==> config.mk <==
export PLATFORM = sky130hd
export DESIGN_NAME = prim_minimum_spanning_tree_core
export DESIGN_NICKNAME = d
export VERILOG_FILES = /design/src/hdl/prim_mst_pkg.sv /design/src/hdl/prim_mst_ram.sv /design/src/hdl/prim_minimum_spanning_tree_core.sv
export SDC_FILE = /design/constraint.sdc
export NUM_CORES = 2
export LEC_CHECK = 0
export BUFFER_PORTS_ARGS = -buffer_cell sky130_fd_sc_hd__buf_2
export CORE_ASPECT_RATIO = 1.4
export CORE_UTILIZATION = 40
export DETAILED_ROUTE_END_ITERATION = 10
export PLACE_DENSITY = 0.65
export REMOVE_ABC_BUFFERS = 1
export SLEW_MARGIN = 15
export SYNTH_ARGS = -nofsm -noshare
export SYNTH_HDL_FRONTEND = slang
export SYNTH_HIERARCHICAL = 1
export SYNTH_SLANG_ARGS = --single-unit
==> constraint.sdc <==
create_clock -name clk -period 12.99 [get_ports clk]
set_input_delay 1.299 -clock clk [delete_from_list [all_inputs] [get_ports clk]]
set_output_delay 1.299 -clock clk [all_outputs]
set_load 0.05 [all_outputs]
==> src/hdl/prim_mst_pkg.sv <==
// Shared types and constants for the Prim spanning tree core.
package prim_mst_pkg;

  localparam int VERT_W     = 4;
  localparam int WEIGHT_W   = 14;
  localparam int TOTAL_W    = 18;
  localparam int CFG_W      = 5;
  localparam int IN_DATA_W  = 24;
  localparam int OUT_DATA_W = 40;

  typedef logic [VERT_W-1:0]   vert_t;
  typedef logic [WEIGHT_W-1:0] weight_t;
  typedef logic [TOTAL_W-1:0]  total_t;
  typedef logic [CFG_W-1:0]    vcount_t;

  // stored zero reads as this
  localparam weight_t NO_EDGE_COST = 14'd9999;

  localparam logic REQ_WRITE = 1'b0;
  localparam logic REQ_RUN   = 1'b1;

  localparam logic ST_OK      = 1'b0;
  localparam logic ST_DISCONN = 1'b1;

  localparam vcount_t VCOUNT_RESET = 5'd16;
  localparam int      ADDR_LIMIT   = 16;

endpackage

==> src/hdl/prim_mst_ram.sv <==
// Generic simple dual-port RAM with registered read.
module prim_mst_ram #(
  parameter int WIDTH = 14,
  parameter int DEPTH = 256
) (
  input  logic                     clk,
  input  logic                     we,
  input  logic [$clog2(DEPTH)-1:0] waddr,
  input  logic [WIDTH-1:0]         wdata,
  input  logic [$clog2(DEPTH)-1:0] raddr,
  output logic [WIDTH-1:0]         rdata
);

  logic [WIDTH-1:0] mem [DEPTH];

  always_ff @(posedge clk) begin
    if (we) begin
      mem[waddr] <= wdata;
    end
    rdata <= mem[raddr];
  end

endmodule

==> src/hdl/prim_minimum_spanning_tree_core.sv <==
// Dense Prim minimum spanning tree core over a symmetric weight matrix.
//
//  channel | dir | handshake          | payload
//  --------+-----+--------------------+----------------------------------------
//  in_     | in  | in_tvalid/tready   | tuser: req_type; tdata: row,col,weight
//  out_    | out | out_tvalid/tready  | tdata: from,to,weight,total; tlast; tuser
//  cfg_    | in  | cfg_valid/ready    | cfg_data: vertex_count
//
// After reset the matrix is cleared, one entry a cycle, all MAX_VERTICES^2 entries,
// while in_tready stays low. A write beat makes two RAM writes, the entry and its
// mirror, in S_WRA then S_WRB. A run makes up to n-1 passes over the matrix read
// port, fewer on a disconnect: each feeds n-1 elements, one per cycle, through the
// shared distance/min compare, then drains the registered read, plus the emit step.
// A stalled out_ channel holds the run at its next emit; the core is not ready
// until a run ends.
module prim_minimum_spanning_tree_core #(
  parameter int MAX_VERTICES = 16
) (
  input  logic                                 clk,
  input  logic                                 rst_n,
  // in_tdata: row_vertex[3:0], col_vertex[7:4], edge_weight_in[21:8], zero pad
  input  logic                                 in_tvalid,
  output logic                                 in_tready,
  input  logic [prim_mst_pkg::IN_DATA_W-1:0]   in_tdata,
  // in_tuser: req_type[0]
  input  logic [0:0]                           in_tuser,
  // out_tdata: tree_from[3:0], tree_to[7:4], edge_weight_out[21:8],
  //            run_total[39:22]
  output logic                                 out_tvalid,
  input  logic                                 out_tready,
  output logic [prim_mst_pkg::OUT_DATA_W-1:0]  out_tdata,
  output logic                                 out_tlast,
  // out_tuser: status[0]
  output logic [0:0]                           out_tuser,
  input  logic                                 cfg_valid,
  output logic                                 cfg_ready,
  input  logic [prim_mst_pkg::CFG_W-1:0]       cfg_data
);

  localparam int NV    = (MAX_VERTICES < prim_mst_pkg::ADDR_LIMIT) ?
                         MAX_VERTICES : prim_mst_pkg::ADDR_LIMIT;
  localparam int IW    = $clog2(NV);
  localparam int DEPTH = MAX_VERTICES * MAX_VERTICES;
  localparam int AW    = $clog2(DEPTH);

  typedef enum logic [2:0] {
    S_CLEAR,
    S_IDLE,
    S_WRA,
    S_WRB,
    S_PASS,
    S_EMIT
  } state_t;

  state_t state_r;

  prim_mst_pkg::vcount_t vcount_r;
  prim_mst_pkg::vcount_t n_act;

  logic [AW-1:0] clr_addr_r;
  logic [AW-1:0] wr_a_r;
  logic [AW-1:0] wr_b_r;
  prim_mst_pkg::weight_t wr_d_r;

  logic                  ram_we;
  logic [AW-1:0]         ram_waddr;
  prim_mst_pkg::weight_t ram_wdata;
  logic [AW-1:0]         ram_raddr;
  prim_mst_pkg::weight_t ram_rdata;

  logic [NV-1:0]         in_tree_r;
  prim_mst_pkg::weight_t dist_r [NV];
  prim_mst_pkg::vert_t   par_r  [NV];

  prim_mst_pkg::vcount_t iss_i_r;
  logic                  proc_v_r;
  prim_mst_pkg::vert_t   proc_i_r;
  prim_mst_pkg::vert_t   pick_r;
  logic                  init_r;
  prim_mst_pkg::weight_t min_r;
  prim_mst_pkg::vert_t   cand_r;
  prim_mst_pkg::vert_t   cand_par_r;
  prim_mst_pkg::vcount_t sel_left_r;
  prim_mst_pkg::total_t  total_r;

  logic                  out_valid_r;
  prim_mst_pkg::vert_t   out_from_r;
  prim_mst_pkg::vert_t   out_to_r;
  prim_mst_pkg::weight_t out_w_r;
  prim_mst_pkg::total_t  out_total_r;
  logic                  out_last_r;
  logic                  out_status_r;

  // input fields
  prim_mst_pkg::vert_t   in_row;
  prim_mst_pkg::vert_t   in_col;
  prim_mst_pkg::weight_t in_w;
  logic                  in_req;
  logic                  in_fire;
  logic                  wr_ignore;
  prim_mst_pkg::weight_t wr_store;

  // shared compare unit
  logic [IW-1:0]         pi;
  prim_mst_pkg::weight_t cost;
  logic                  take_c;
  prim_mst_pkg::weight_t newd;
  logic                  issuing;
  logic                  out_free;
  logic                  found;
  prim_mst_pkg::total_t  total_sum;
  prim_mst_pkg::vcount_t n_minus1;

  assign in_row  = in_tdata[3:0];
  assign in_col  = in_tdata[7:4];
  assign in_w    = in_tdata[21:8];
  assign in_req  = in_tuser[0];
  assign in_fire = in_tvalid && in_tready;

  assign in_tready = (state_r == S_IDLE);
  assign cfg_ready = 1'b1;

  always_comb begin
    n_act = vcount_r;
    if (vcount_r < 5'd2) begin
      n_act = 5'd2;
    end else if (vcount_r > prim_mst_pkg::CFG_W'(NV)) begin
      n_act = prim_mst_pkg::CFG_W'(NV);
    end
  end

  assign n_minus1 = n_act - 5'd1;

  assign wr_ignore = (in_row == in_col) || (32'(in_row) >= MAX_VERTICES) ||
                     (32'(in_col) >= MAX_VERTICES);
  assign wr_store  = (in_w >= prim_mst_pkg::NO_EDGE_COST) ? '0 : in_w;

  always_comb begin
    ram_we    = 1'b0;
    ram_waddr = clr_addr_r;
    ram_wdata = '0;
    unique case (state_r)
      S_CLEAR: begin
        ram_we = 1'b1;
      end
      S_WRA: begin
        ram_we    = 1'b1;
        ram_waddr = wr_a_r;
        ram_wdata = wr_d_r;
      end
      S_WRB: begin
        ram_we    = 1'b1;
        ram_waddr = wr_b_r;
        ram_wdata = wr_d_r;
      end
      default: begin
        ram_we = 1'b0;
      end
    endcase
  end

  // column pick of row i; matrix is symmetric so cost(i,pick) = cost(pick,i)
  assign ram_raddr = AW'(iss_i_r[3:0]) * AW'(MAX_VERTICES) + AW'(pick_r);

  prim_mst_ram #(
    .WIDTH (prim_mst_pkg::WEIGHT_W),
    .DEPTH (DEPTH)
  ) u_matrix (
    .clk   (clk),
    .we    (ram_we),
    .waddr (ram_waddr),
    .wdata (ram_wdata),
    .raddr (ram_raddr),
    .rdata (ram_rdata)
  );

  assign pi      = proc_i_r[IW-1:0];
  assign cost    = (ram_rdata == '0) ? prim_mst_pkg::NO_EDGE_COST : ram_rdata;
  assign take_c  = init_r || (cost < dist_r[pi]);
  assign newd    = take_c ? cost : dist_r[pi];
  assign issuing = (iss_i_r != n_act);
  assign out_free  = !out_valid_r || out_tready;
  assign found     = (min_r != prim_mst_pkg::NO_EDGE_COST);
  assign total_sum = total_r + prim_mst_pkg::TOTAL_W'(min_r);

  always_ff @(posedge clk) begin
    if (!rst_n) begin
      state_r     <= S_CLEAR;
      vcount_r    <= prim_mst_pkg::VCOUNT_RESET;
      clr_addr_r  <= '0;
      in_tree_r   <= '0;
      proc_v_r    <= 1'b0;
      out_valid_r <= 1'b0;
    end else begin
      if (cfg_valid && cfg_ready) begin
        vcount_r <= cfg_data;
      end
      // the emit step reloads the output register itself
      if (out_valid_r && out_tready && state_r != S_EMIT) begin
        out_valid_r <= 1'b0;
      end

      unique case (state_r)
        S_CLEAR: begin
          clr_addr_r <= clr_addr_r + 1'b1;
          if (32'(clr_addr_r) == DEPTH - 1) begin
            state_r <= S_IDLE;
          end
        end

        S_IDLE: begin
          if (in_fire) begin
            if (in_req == prim_mst_pkg::REQ_RUN) begin
              in_tree_r  <= NV'(1);
              pick_r     <= '0;
              init_r     <= 1'b1;
              iss_i_r    <= 5'd1;
              proc_v_r   <= 1'b0;
              min_r      <= prim_mst_pkg::NO_EDGE_COST;
              total_r    <= '0;
              sel_left_r <= n_minus1;
              state_r    <= S_PASS;
            end else if (!wr_ignore) begin
              wr_a_r  <= AW'(in_row) * AW'(MAX_VERTICES) + AW'(in_col);
              wr_b_r  <= AW'(in_col) * AW'(MAX_VERTICES) + AW'(in_row);
              wr_d_r  <= wr_store;
              state_r <= S_WRA;
            end
          end
        end

        S_WRA: begin
          state_r <= S_WRB;
        end

        S_WRB: begin
          state_r <= S_IDLE;
        end

        S_PASS: begin
          if (issuing) begin
            iss_i_r <= iss_i_r + 5'd1;
          end
          proc_v_r <= issuing;
          proc_i_r <= iss_i_r[3:0];
          // relax vertex, and track the next pick in the same beat
          if (proc_v_r && !in_tree_r[pi]) begin
            dist_r[pi] <= newd;
            if (take_c) begin
              par_r[pi] <= pick_r;
            end
            if (newd < min_r) begin
              min_r      <= newd;
              cand_r     <= proc_i_r;
              cand_par_r <= take_c ? pick_r : par_r[pi];
            end
          end
          if (!issuing && !proc_v_r) begin
            state_r <= S_EMIT;
          end
        end

        S_EMIT: begin
          if (out_free) begin
            out_valid_r <= 1'b1;
            if (!found) begin
              out_from_r   <= '0;
              out_to_r     <= '0;
              out_w_r      <= '0;
              out_total_r  <= total_r;
              out_last_r   <= 1'b1;
              out_status_r <= prim_mst_pkg::ST_DISCONN;
              state_r      <= S_IDLE;
            end else begin
              out_from_r   <= cand_par_r;
              out_to_r     <= cand_r;
              out_w_r      <= min_r;
              out_total_r  <= total_sum;
              out_last_r   <= (sel_left_r == 5'd1);
              out_status_r <= prim_mst_pkg::ST_OK;
              total_r      <= total_sum;
              in_tree_r[cand_r[IW-1:0]] <= 1'b1;
              pick_r       <= cand_r;
              init_r       <= 1'b0;
              sel_left_r   <= sel_left_r - 5'd1;
              iss_i_r      <= 5'd1;
              min_r        <= prim_mst_pkg::NO_EDGE_COST;
              state_r      <= (sel_left_r == 5'd1) ? S_IDLE : S_PASS;
            end
          end
        end

        default: begin
          state_r <= S_IDLE;
        end
      endcase
    end
  end

  assign out_tvalid = out_valid_r;
  assign out_tdata  = {out_total_r, out_w_r, out_to_r, out_from_r};
  assign out_tlast  = out_last_r;
  assign out_tuser  = out_status_r;

  // the matrix is not written while a run reads it
  assert property (@(posedge clk) disable iff (!rst_n)
    (state_r == S_PASS || state_r == S_EMIT) |-> !ram_we)
    else $error("matrix write during run");

  // no input accepted before the clearing sweep ends
  assert property (@(posedge clk) disable iff (!rst_n)
    (state_r == S_CLEAR) |-> !in_tready)
    else $error("ready during matrix clear");

  // a disconnect report always closes its run
  assert property (@(posedge clk) disable iff (!rst_n)
    (out_tvalid && out_tuser[0] == prim_mst_pkg::ST_DISCONN) |-> out_tlast)
    else $error("disconnect result without last flag");

  // pipelined element only ever retires inside a pass
  assert property (@(posedge clk) disable iff (!rst_n)
    proc_v_r |-> (state_r == S_PASS))
    else $error("element in flight outside pass");

  // emitted edges add exactly their weight to the running total
  assert property (@(posedge clk) disable iff (!rst_n)
    (state_r == S_EMIT && out_free && found) |=>
      (out_tdata[39:22] == out_tdata[21:8] + $past(total_r)))
    else $error("running total mismatch");

endmodule

==> results.toml <==
[die]
rows = 273
die_area_um2 = 398000
die_w_um = 534
dieHeight_um = 746
start_util_pct = 40.1
io_pins = 80
core_area_um2 = 395000

[worst_hold_path]
hold_path_depth = 2
hold_class = "register to register"

[worst_setup_path]
cp_common_cell = "a21o_1"
crit_path_start_kind = "register"
cpMaxStageDelayCell = "nand2_1"
worstPathArrival_ns = 8.03
endpoint_kind = "register"
crit_path_cell_trace = "buf_6 > mux4_2 > mux4_2 > inv_1 > ha_1 > a21oi_1 > o21ai_0 > a221oi_1 > nand4_1 > nand2_1 > mux2_2 > ha_1 > a21o_1 > a21o_1 > a21oi_1 > o21ai_0 > a21o_1 > or4_1 > o22ai_2"
cp_max_fo = 56
rr_worst_depth = 19
critical-path-max-stage-delay_ns = 0.71
crit_required_ns = 13.54
path_class = "register to register"

[route]
drtPass1Iterations = 6
ant_nets = 0
viasPerCell = 5.73
drcViolationCount = 0
num_vias = 76400
wire_per_inst_um = 29.6
drt-total-wl_mm = 395
drt_iter0_markers = 8597

[cells_and_area]
syn2layout_area_growth_pct = 12.4
fill_cells = 32500
finalNonFillerCells = 13300
final_core_util_pct = 45.1
num-nets-final = 7897
drive_gt1_share_pct = 26.2

[timing]
worst_pin_slew_ns = 1.47
relSlewSlack_pct = 1.79
report.final.hold_viol_count = 0
skew_ns = 0.0638
fmax_mhz = 134
final_max_slew_viol_count = 0
fin_crit_ns = 7.48
setup_violations = 0
rsz0062_at_grt = "false"
setup_slack_ns = 5.51
whs_ns = 0.474
period_share_pct = 57.6

[synthesis]
synth_top_area_cell = "edfxtp_1"
synthTopCellsByArea = "edfxtp_1, mux4_2, mux2i_1"
synthesis.area_um2 = 158000
synth_edf_count = 3995
ys_ff_latch = 4047
yosys-top-cells-count = "edfxtp_1, mux4_2, nor2_1"
async_reset_ff_share_pct = 0
netlist.area_leader.share_pct = 75.8
synth.avg_cell_area_um2 = 21.5
synthFlopType = "edfxtp_1"
synth_cell_types = 83
seq_area_frac_synth_pct = 76.4
yosysMostFrequentCell = "edfxtp_1"
yosysWarnings = 6
synthCells = 7378

[cts]
clk_latency_ns = 0.93
cts_resized = 0
clk_pin_slew_ns = 0.07
htree_levels = 5
clock-sinks = 4047
cts_buffer_depth = 4
cts_tree = "built"
cts_hold_buffers = 0
cts_inserted_buffers = 360
cts_root_buf = "clkbuf_16"
cts_setup_buffers = 0

[power]
p_clk_share_pct = 42.8
powerDensity_nw_per_um2 = 140
intPower_mw = 20.1
pwr-share-comb_pct = 0.5
p_seq_share_pct = 56.7
p_sw_mw = 4.83
ir_drop_mv = 0.116
swShare_pct = 19.3
p_leak_nw = 52.9

[grt]
grt_pass1_vias = 77900
overflow = 0
antenna_found_initial = 14
grt_max_degree = 208
grt_first_pass_wirelength_mm = 563
grt_usage_pct = 19.5

[flow_run]
cap_violations = 0

[placement]
placed_cells = 12700
dp_hpwl_mm = 238
port_buffers = 76
routabilityCongestion = 0.848
post-place-ws_ns = 5.23

[run_status]
outcome = "complete, no violations"
worst max-delay path: cells and delay by family, from the launching register on:
kind            cells  cell delay [ns]
buf+inv             2             0.67
flops               1             0.34
fa+ha+maj           2             0.57
compound gates      9             2.36
simple gates        3             1.41
mux                 3             1.69
power by group through the flow:
stage	Sequential, mW	Clock, mW	Combinational (mW)
finish	14.1	10.7	0.132
global route	14.1	11.3	0.136
CTS	14.1	10.9	0.131
detailed placement	14.4	0	0.131
global placement	14.4	0	0.129
floorplan	14.4	0	0.0660
flip-flops by register name, summed over array words and instances, names as in the netlist, 5 cells and up, named ones only:
register        count
out_total_r        18
in_tree_r          16
total_r            18
iss_i_r             5
par_r              64
dist_r            224
wr_d_r             14
wr_a_r              7
u_matrix/rdata     14
out_w_r            14
min_r              14
clr_addr_r          8
u_matrix/mem     3584
sel_left_r          5
vcount_r            5
through the flow:
stage	total power, mW	area (µm²)	TNS [ns]
6_report	25.0	178000	0
2_1_floorplan	14.5	156000	-956.30
5_1_grt	25.6	178000	0
3_5_place_dp	14.6	166000	0
3_3_place_gp	14.6	166000	0
4_1_cts	25.1	178000	0
cell type report:
type	count	area [µm²]	area share (%)
multi-input cells	2851	34700	19.5
flip-flops and latches	4047	121000	68.0
well taps	5225	6540	3.67
clock inverters	214	2230	1.25
repair buffers	512	3880	2.18
diodes	6	15.0	0.00844
inverters	44	168	0.0942
clock buffers	432	9430	5.30
metal layers:
| layer | GRT usage [%] | share of wire, % |
|---|---|---|
| met2 | 34.3 | 52 |
| met3 | 2.79 | 6.8 |
| met1 | 24.0 | 37 |
| met4 | 8.45 | 4.7 |
| met5 | 0 | 0 |
kinds of logic (layout without fill, tap and decap cells):
group,Yosys count,count (layout),share of synthesized area (%)
DFF,4047,4047,76.4
muxes,1306,1306,15.9
and+or+nand+nor,859,859,2.61
AOI/OAI and AO/OA,607,607,2.75
buffers and inverters,480,1202,1.78
adders and majority gates,46,46,0.368
xor gates and xnor gates,32,32,0.177
other,1,7,0.00237
final timing paths:
check / endpoint / slack (ns) / startpoint
hold / removal: in_tree_r[14]$_SDFFE_PN0P_ / 0.47 / in_tree_r[14]$_SDFFE_PN0P_
hold reg to reg: in_tree_r[14]$_SDFFE_PN0P_ / 0.47 / in_tree_r[14]$_SDFFE_PN0P_
setup reg to reg: min_r[3]$_SDFFCE_PP1P_ / 5.51 / register
setup / recovery: min_r[3]$_SDFFCE_PP1P_ / 5.51 / register
layout by cell type, fill, tap and decap left out, types with 20 or more instances in the layout:
cell / n
a211oi_1: 71
a21oi_1: 115
a22o_1: 28
a22oi_1: 92
and2_1: 61
buf_2: 76
buf_4: 418
bufinv_16: 38
clkbuf_1: 64
clkbuf_16: 366
clkinv_1: 58
clkinv_2: 70
dfxtp_1: 50
edfxtp_1: 3995
ha_1: 45
inv_1: 41
mux2_2: 33
mux2i_1: 312
mux4_2: 953
nand2_1: 112
nand2b_1: 39
nand3_1: 46
nand4_1: 25
nor2_1: 371
nor2b_1: 46
nor3_1: 31
o21ai_0: 47
o221ai_1: 60
o22ai_1: 34
xnor2_1: 20
(Power assumes the default switching activity.)
